===== config.mk =====
export PLATFORM = sky130hd
export DESIGN_NAME = clip_rectangle_stack_unit
export DESIGN_NICKNAME = d
export VERILOG_FILES = /design/src/hdl/crs_pkg.sv /design/src/hdl/clip_rectangle_stack_unit.sv /design/src/hdl/crs_ram.sv
export SDC_FILE = /design/constraint.sdc
export NUM_CORES = 2
export LEC_CHECK = 0
export BUFFER_PORTS_ARGS = -buffer_cell sky130_fd_sc_hd__buf_2
export CAP_MARGIN = 20
export CORE_ASPECT_RATIO = 1.75
export CORE_MARGIN = 4
export CORE_UTILIZATION = 50
export CTS_CLUSTER_SIZE = 12
export DETAILED_ROUTE_END_ITERATION = 6
export PLACE_DENSITY = 0.68
export SYNTH_ARGS = -nofsm -noshare
export SYNTH_HDL_FRONTEND = slang
export SYNTH_HIERARCHICAL = 1
export SYNTH_SLANG_ARGS = --single-unit

===== constraint.sdc =====
create_clock -name i_clk -period 11 [get_ports i_clk]
set_input_delay 2.2 -clock i_clk [delete_from_list [all_inputs] [get_ports i_clk]]
set_output_delay 2.2 -clock i_clk [all_outputs]
set_load 0.1 [all_outputs]

===== src/hdl/crs_pkg.sv =====
// crs_pkg: shared types, codes and defaults for the clip rectangle stack unit
// no dependencies; imported by clip_rectangle_stack_unit
package crs_pkg;

    localparam int STACK_DEPTH_DEF = 64;
    localparam int COORD_WIDTH_DEF = 16;
    localparam int LEVEL_W         = 8;
    localparam int CFG_IDX_W       = 2;

    localparam int SCREEN_LEFT_RST   = 0;
    localparam int SCREEN_TOP_RST    = 0;
    localparam int SCREEN_RIGHT_RST  = 1023;
    localparam int SCREEN_BOTTOM_RST = 767;

    typedef enum logic [1:0] {
        CMD_PUSH  = 2'd0,
        CMD_POP   = 2'd1,
        CMD_RESET = 2'd2
    } t_cmd;

    typedef enum logic [1:0] {
        STAT_OK        = 2'd0,
        STAT_PUSH_FULL = 2'd1,
        STAT_POP_EMPTY = 2'd2
    } t_status;

    typedef enum logic [CFG_IDX_W-1:0] {
        CFG_SCREEN_LEFT   = 2'd0,
        CFG_SCREEN_TOP    = 2'd1,
        CFG_SCREEN_RIGHT  = 2'd2,
        CFG_SCREEN_BOTTOM = 2'd3
    } t_cfg_idx;

    typedef enum logic {
        ST_IDLE = 1'b0,
        ST_RUN  = 1'b1
    } t_state;

endpackage


===== src/hdl/clip_rectangle_stack_unit.sv =====
// clip_rectangle_stack_unit: in the accept cycle of a request the stack ram is
// read at the entry one below the current level; in the run state the pop data,
// the push intersection and the ram write-back are resolved and the result is
// loaded into the output register. The registered ram read is why a request
// is not executed in its accept cycle. A new request is taken while a finished
// result still waits in the output register; the run state holds only while
// that register is still full. No clearing pass follows reset.
// depends on crs_pkg and crs_ram
module clip_rectangle_stack_unit #(
    parameter int STACK_DEPTH  = crs_pkg::STACK_DEPTH_DEF,
    parameter int COORD_WIDTH  = crs_pkg::COORD_WIDTH_DEF,
    localparam int IN_W        = 2 + 4 * COORD_WIDTH,
    localparam int IN_TDATA_W  = ((IN_W + 7) / 8) * 8,
    localparam int OUT_W       = 4 * COORD_WIDTH + crs_pkg::LEVEL_W + 2,
    localparam int OUT_TDATA_W = ((OUT_W + 7) / 8) * 8
) (
    input  logic                           i_clk,
    input  logic                           i_rst_n,
    // configuration write port
    input  logic                           i_cfg_we,
    input  logic [crs_pkg::CFG_IDX_W-1:0]  i_cfg_idx,
    input  logic [COORD_WIDTH-1:0]         i_cfg_data,
    // request stream
    input  logic                           s_axis_tvalid,
    output logic                           s_axis_tready,
    // command, win_left, win_top, win_right, win_bottom (lowest bit up)
    input  logic [IN_TDATA_W-1:0]          s_axis_tdata,
    // result stream
    output logic                           m_axis_tvalid,
    input  logic                           m_axis_tready,
    // clip_left, clip_top, clip_right, clip_bottom, level, status (lowest bit up)
    output logic [OUT_TDATA_W-1:0]         m_axis_tdata
);

    import crs_pkg::*;

    localparam int CW = COORD_WIDTH;
    localparam int AW = $clog2(STACK_DEPTH);

    // configuration
    logic signed [CW-1:0] r_scr_left, r_scr_top, r_scr_right, r_scr_bottom;

    // current state
    t_state               r_state, n_state;
    logic signed [CW-1:0] r_cur_left, r_cur_top, r_cur_right, r_cur_bottom;
    logic signed [CW-1:0] n_cur_left, n_cur_top, n_cur_right, n_cur_bottom;
    logic [LEVEL_W-1:0]   r_level, n_level;
    t_status              n_status;

    // latched request
    logic [1:0]           r_cmd;
    logic signed [CW-1:0] r_win_left, r_win_top, r_win_right, r_win_bottom;

    // output register
    logic                 r_out_valid;
    logic [OUT_W-1:0]     r_out_data;

    logic                 in_accept;
    logic                 run_go;
    logic [31:0]          lvl_ext, lvl_up, lvl_dn;
    logic                 push_ok;
    logic                 ram_we;
    logic [AW-1:0]        ram_waddr, ram_raddr;
    logic [4*CW-1:0]      ram_wdata, ram_rdata;

    crs_ram #(
        .WIDTH (4 * CW),
        .DEPTH (STACK_DEPTH)
    ) u_store (
        .i_clk   (i_clk),
        .i_we    (ram_we),
        .i_waddr (ram_waddr),
        .i_wdata (ram_wdata),
        .i_raddr (ram_raddr),
        .o_rdata (ram_rdata)
    );

    // next state
    always_comb begin
        n_state = r_state;
        unique case (r_state)
            ST_IDLE: begin
                if (s_axis_tvalid) begin
                    n_state = ST_RUN;
                end
            end
            ST_RUN: begin
                if (!r_out_valid || m_axis_tready) begin
                    n_state = ST_IDLE;
                end
            end
            default: n_state = ST_IDLE;
        endcase
    end

    // fsm outputs
    always_comb begin
        s_axis_tready = 1'b0;
        run_go        = 1'b0;
        unique case (r_state)
            ST_IDLE: s_axis_tready = 1'b1;
            ST_RUN:  run_go = !r_out_valid || m_axis_tready;
            default: begin
                s_axis_tready = 1'b0;
                run_go        = 1'b0;
            end
        endcase
    end

    assign in_accept = s_axis_tvalid && s_axis_tready;

    // level arithmetic and stack addressing
    always_comb begin
        lvl_ext   = 32'(r_level);
        lvl_up    = lvl_ext + 32'd1;
        lvl_dn    = lvl_ext - 32'd1;
        push_ok   = (r_level != {LEVEL_W{1'b1}}) && (lvl_up < 32'(STACK_DEPTH));
        ram_waddr = lvl_up[AW-1:0];
        // level zero wraps here, but that read is never used
        ram_raddr = lvl_dn[AW-1:0];
    end

    // command execution in the run state
    always_comb begin
        n_cur_left   = r_cur_left;
        n_cur_top    = r_cur_top;
        n_cur_right  = r_cur_right;
        n_cur_bottom = r_cur_bottom;
        n_level      = r_level;
        n_status     = STAT_OK;
        ram_we       = 1'b0;
        case (r_cmd)
            CMD_PUSH: begin
                if (push_ok) begin
                    n_cur_left   = (r_win_left > r_cur_left) ? r_win_left : r_cur_left;
                    n_cur_top    = (r_win_top > r_cur_top) ? r_win_top : r_cur_top;
                    n_cur_right  = (r_win_right < r_cur_right) ? r_win_right : r_cur_right;
                    n_cur_bottom = (r_win_bottom < r_cur_bottom) ? r_win_bottom
                                                                 : r_cur_bottom;
                    n_level      = lvl_up[LEVEL_W-1:0];
                    ram_we       = run_go;
                end else begin
                    if (r_level != {LEVEL_W{1'b1}}) begin
                        n_level = lvl_up[LEVEL_W-1:0];
                    end
                    n_status = STAT_PUSH_FULL;
                end
            end
            CMD_POP: begin
                if (r_level == '0) begin
                    n_status = STAT_POP_EMPTY;
                end else begin
                    if (lvl_dn == 32'd0) begin
                        n_cur_left   = r_scr_left;
                        n_cur_top    = r_scr_top;
                        n_cur_right  = r_scr_right;
                        n_cur_bottom = r_scr_bottom;
                    end else if (lvl_dn < 32'(STACK_DEPTH)) begin
                        n_cur_left   = $signed(ram_rdata[0*CW +: CW]);
                        n_cur_top    = $signed(ram_rdata[1*CW +: CW]);
                        n_cur_right  = $signed(ram_rdata[2*CW +: CW]);
                        n_cur_bottom = $signed(ram_rdata[3*CW +: CW]);
                    end
                    n_level = lvl_dn[LEVEL_W-1:0];
                end
            end
            CMD_RESET: begin
                n_cur_left   = r_scr_left;
                n_cur_top    = r_scr_top;
                n_cur_right  = r_scr_right;
                n_cur_bottom = r_scr_bottom;
                n_level      = '0;
            end
            default: begin
                n_status = STAT_OK;
            end
        endcase
    end

    assign ram_wdata = {n_cur_bottom, n_cur_right, n_cur_top, n_cur_left};

    always_ff @(posedge i_clk) begin
        if (!i_rst_n) begin
            r_scr_left   <= CW'(SCREEN_LEFT_RST);
            r_scr_top    <= CW'(SCREEN_TOP_RST);
            r_scr_right  <= CW'(SCREEN_RIGHT_RST);
            r_scr_bottom <= CW'(SCREEN_BOTTOM_RST);
        end else if (i_cfg_we) begin
            unique case (t_cfg_idx'(i_cfg_idx))
                CFG_SCREEN_LEFT:   r_scr_left   <= $signed(i_cfg_data);
                CFG_SCREEN_TOP:    r_scr_top    <= $signed(i_cfg_data);
                CFG_SCREEN_RIGHT:  r_scr_right  <= $signed(i_cfg_data);
                CFG_SCREEN_BOTTOM: r_scr_bottom <= $signed(i_cfg_data);
                default:           r_scr_left   <= r_scr_left;
            endcase
        end
    end

    always_ff @(posedge i_clk) begin
        if (!i_rst_n) begin
            r_state      <= ST_IDLE;
            r_cur_left   <= CW'(SCREEN_LEFT_RST);
            r_cur_top    <= CW'(SCREEN_TOP_RST);
            r_cur_right  <= CW'(SCREEN_RIGHT_RST);
            r_cur_bottom <= CW'(SCREEN_BOTTOM_RST);
            r_level      <= '0;
            r_out_valid  <= 1'b0;
        end else begin
            r_state <= n_state;
            if (run_go) begin
                r_cur_left   <= n_cur_left;
                r_cur_top    <= n_cur_top;
                r_cur_right  <= n_cur_right;
                r_cur_bottom <= n_cur_bottom;
                r_level      <= n_level;
                r_out_valid  <= 1'b1;
            end else if (m_axis_tready) begin
                r_out_valid  <= 1'b0;
            end
        end
    end

    // request and result payload, no reset needed
    always_ff @(posedge i_clk) begin
        if (in_accept) begin
            r_cmd        <= s_axis_tdata[1:0];
            r_win_left   <= $signed(s_axis_tdata[2 + 0*CW +: CW]);
            r_win_top    <= $signed(s_axis_tdata[2 + 1*CW +: CW]);
            r_win_right  <= $signed(s_axis_tdata[2 + 2*CW +: CW]);
            r_win_bottom <= $signed(s_axis_tdata[2 + 3*CW +: CW]);
        end
        if (run_go) begin
            r_out_data <= {n_status, n_level, n_cur_bottom, n_cur_right,
                           n_cur_top, n_cur_left};
        end
    end

    assign m_axis_tvalid = r_out_valid;
    assign m_axis_tdata  = OUT_TDATA_W'(r_out_data);

    // a finished command always lands in the output register
    a_result_loaded: assert property (@(posedge i_clk) disable iff (!i_rst_n)
        run_go |=> m_axis_tvalid)
        else $error("result not loaded after command completion");

    // level only moves when a command completes
    a_level_stable: assert property (@(posedge i_clk) disable iff (!i_rst_n)
        !run_go |=> $stable(r_level))
        else $error("level changed without a completing command");

    // a stack write is only a successful push below saturation
    a_write_ok: assert property (@(posedge i_clk) disable iff (!i_rst_n)
        ram_we |-> (r_level != {LEVEL_W{1'b1}}) && (n_status == STAT_OK)
                   && (n_level == lvl_up[LEVEL_W-1:0]))
        else $error("stack write outside a stored push");

    // no new request is taken while the current one is still executing
    a_no_overlap: assert property (@(posedge i_clk) disable iff (!i_rst_n)
        in_accept |=> (r_state == ST_RUN) && !s_axis_tready)
        else $error("request accepted during execution");

endmodule


===== src/hdl/crs_ram.sv =====
// crs_ram: generic single-write, single-read ram with registered read data
// no dependencies; used for the rectangle stack store
module crs_ram #(
    parameter int WIDTH = 64,
    parameter int DEPTH = 64,
    localparam int AW   = $clog2(DEPTH)
) (
    input  logic             i_clk,
    input  logic             i_we,
    input  logic [AW-1:0]    i_waddr,
    input  logic [WIDTH-1:0] i_wdata,
    input  logic [AW-1:0]    i_raddr,
    output logic [WIDTH-1:0] o_rdata
);

    logic [WIDTH-1:0] r_mem [DEPTH];
    logic [WIDTH-1:0] r_rdata;

    always_ff @(posedge i_clk) begin
        if (i_we) begin
            r_mem[i_waddr] <= i_wdata;
        end
        r_rdata <= r_mem[i_raddr];
    end

    assign o_rdata = r_rdata;

endmodule


==> flow_summary.json <==
{
  "skew_ns": 0.0947,
  "drv_slew": 0,
  "ios": 177,
  "layout-drive-gt1-share_pct": 24.6,
  "final_util_pct": 55.7,
  "tightest_slew_ns": 1.19,
  "htree_levels": 5,
  "dieArea_um2": 350000,
  "grt_overflow": 0,
  "cts_tree": "yes",
  "final_cell_area_um2": 189000,
  "finalSetupTns_ns": 0,
  "maxCapViolCount": 0,
  "core_area_um2": 339000,
  "finalHoldViolCount": 0,
  "min_from": "r_scr_top[9]$_SDFFE_PN0P_",
  "rr_endpoint": "u_store/r_mem[14][27]$_DFFE_PP_",
  "finalCritPeriodShare_pct": 61.2,
  "synth_ff_type": "edfxtp_1",
  "status": "finished, final reports clean",
  "rsz0062_at_grt": "no",
  "cts_buffers": 415,
  "synth_common_cells": "4236 x edfxtp_1, 1024 x mux4_2, 282 x nand2_1",
  "dp_slack_ns": 4.07,
  "power_frac_seq_pct": 52.1,
  "avgViaCountPerCell": 6.61,
  "worstSetupStartpointType": "flip-flop",
  "root_buffer": "clkbuf_16",
  "die_w_um": 449,
  "p_clk_share_pct": 33.9,
  "ys_seq_elements": 4438,
  "drt_wl_total_um": 462000,
  "cp-end-kind": "flip-flop",
  "dp_cells": 12305,
  "p_sw_mw": 9.79,
  "synth_area_um2": 170000,
  "holdPathStages": 2,
  "yosys.area.top_type": "edfxtp_1",
  "cts.repair.resized": 0,
  "arrival_ns": 7.29,
  "placed_area_um2": 177000,
  "cts_buffer_depth": 4,
  "peakVddDrop_uv": 139,
  "fmax_mhz": 148,
  "nets": 8483,
  "clock_sinks": 4438,
  "sw_frac_of_total_pct": 25.9,
  "grt_pass1_wl_um": 650000,
  "synth-edff-count": 4236,
  "n_fill_cell": 24807,
  "place.gp.congestion": 0.905,
  "p_total_mw": 37.8,
  "ff2ff_setup_slack_ns": 4.26,
  "leakage_nw": 61.4,
  "internal-power_mw": 28.0,
  "yosys_warnings": 6,
  "grtUsageTotal_pct": 26.1,
  "min_period_ns": 6.74,
  "relSlewSlack_pct": 20.5,
  "vias": 85537,
  "grt_max_degree": 131,
  "setup_viol": 0,
  "post_cts_buffers": 0,
  "die_y_um": 780,
  "cts.clk_slew.worst_paths_ns": 0.06,
  "wl_per_cell_um": 35.7,
  "power_density_nw_per_um2": 200,
  "rows": 283,
  "drc": 0,
  "netlist_instances": 7953,
  "synth_area_per_cell_um2": 21.4,
  "required_ns": 11.55,
  "ys_types": 79,
  "r2r_cells": 10,
  "ant_nets": 0,
  "synth-seq-area-share_pct": 77.2,
  "initial_core_util_pct": 50.1,
  "clk-insertion-delay-late_ns": 0.96,
  "drtIter0Drc": 10471,
  "synth_area_leaders": "edfxtp_1 75%, mux4_2 14%, dfxtp_1 2.4%, mux2i_1 1.0%, a22oi_1 0.75%",
  "numPortBuffers": 164,
  "antenna_found_initial": 31,
  "first_pass_iters": 7,
  "path_class": "reg2reg",
  "hpwl_um": 262000,
  "synthArstFlopShare_pct": 0,
  "path_max_fanout": 42,
  "grt_pass1_vias": 87240,
  "timing.rr.start": "r_level[0]$_SDFFE_PN0P_",
  "setup_ws_ns": 4.26,
  "hold_slack_ns": 0.461,
  "stdcell_count": 12939,
  "syn_to_final_growth_pct": 11.0,
  "yosys.cell_count.top_type": "edfxtp_1",
  "synth_top_area_share_pct": 74.8,
  "min_path_type": "reg2reg",
  "p_comb_share_pct": 14.0,
  "cts_hold_buf": 0,
  "min_to": "r_scr_top[9]$_SDFFE_PN0P_"
}
## critical path: stages (launching register included)
cell and delay [ns]:
dfxtp_1 0.63, ha_1 0.36, nand3_2 0.16, or4_4 0.60
nand2_1 0.29, nand2_1 0.25, nor2_1 0.71, nor2b_1 0.35
nand3_1 0.80, nor2_4 1.16, buf_4 0.93
## kinds of logic (layout without fill, tap and decap cells)
logic type	Yosys count	after routing	share of synthesized area, %
DFF	4438	4438	77.2
muxes	1197	1197	14.6
AOI/OAI and AO/OA	863	863	3.95
and+or+nand+nor	783	783	2.19
buffers and inverters	594	1112	1.58
adders and majority gates	66	66	0.485
xor gates and xnor gates	11	11	0.0611
other	1	52	0.00220
## area by class of cell
class | instances | area, um2 | share of cell area (%)
timing repair buffer | 411 | 3190 | 1.69
clock inverter | 25 | 317 | 0.168
inverter | 130 | 515 | 0.273
sequential | 4438 | 131000 | 69.5
antenna | 46 | 115 | 0.0609
tap | 4417 | 5530 | 2.93
multi-input combinational | 2926 | 36900 | 19.5
clock buffer | 546 | 11000 | 5.85
## sequential cells by signal, summed over array words and instances, names as in the netlist
name and flops:
m_axis_tvalid 1, r_cmd 2, r_cur_bottom 16, r_cur_left 16, r_cur_right 16, r_cur_top 16
r_level 8, r_out_data 74, r_scr_bottom 16, r_scr_left 16, r_scr_right 16, r_scr_top 16
r_state 1, r_win_bottom 16, r_win_left 16, r_win_right 16, r_win_top 16, u_store/o_rdata 64
u_store/r_mem 4096
## power by group through the flow
stage / registers [mW] / clock network [mW] / logic, mW
final: 19.7 / 12.8 / 5.29
after global routing: 19.7 / 13.7 / 5.53
after CTS: 19.7 / 13.0 / 5.20
after detailed placement: 20.0 / 0 / 5.19
after global placement: 20.0 / 0 / 5.08
after floorplan: 20.0 / 0 / 2.97
## metal layers
| metal | GRT usage, % | part of all wire, % |
|---|---|---|
| met5 | 0 | 0.020 |
| met4 | 12.8 | 5.5 |
| met3 | 4.04 | 8.0 |
| met2 | 45.5 | 52 |
| met1 | 31.9 | 34 |
## placed cells by master, fill, tap and decap left out, types with 112 or more instances in the layout
cell	count
clkbuf_16	420
mux4_2	1024
edfxtp_1	4236
clkbuf_1	119
nor2_1	112
buf_4	204
dfxtp_1	202
mux2i_1	172
nand2_1	279
inv_1	125
a22oi_1	169
buf_2	164
## worst max-delay path by stage
stage,start,to,slack [ns],cells after the start
final,r_level[0]$_SDFFE_PN0P_,u_store/r_mem[14][27]$_DFFE_PP_,4.26,10
after global routing,r_level[0]$_SDFFE_PN0P_,u_store/r_mem[38][9]$_DFFE_PP_,4.22,10
after floorplan,m_axis_tready,u_store/r_mem[48][0]$_DFFE_PP_,2.76,7
after CTS,r_level[0]$_SDFFE_PN0P_,u_store/r_mem[14][6]$_DFFE_PP_,4.42,10
after detailed placement,m_axis_tready,u_store/r_mem[14][27]$_DFFE_PP_,4.07,8
after global placement,m_axis_tready,u_store/r_mem[15][27]$_DFFE_PP_,4.15,7
(Power assumes the default switching activity.)
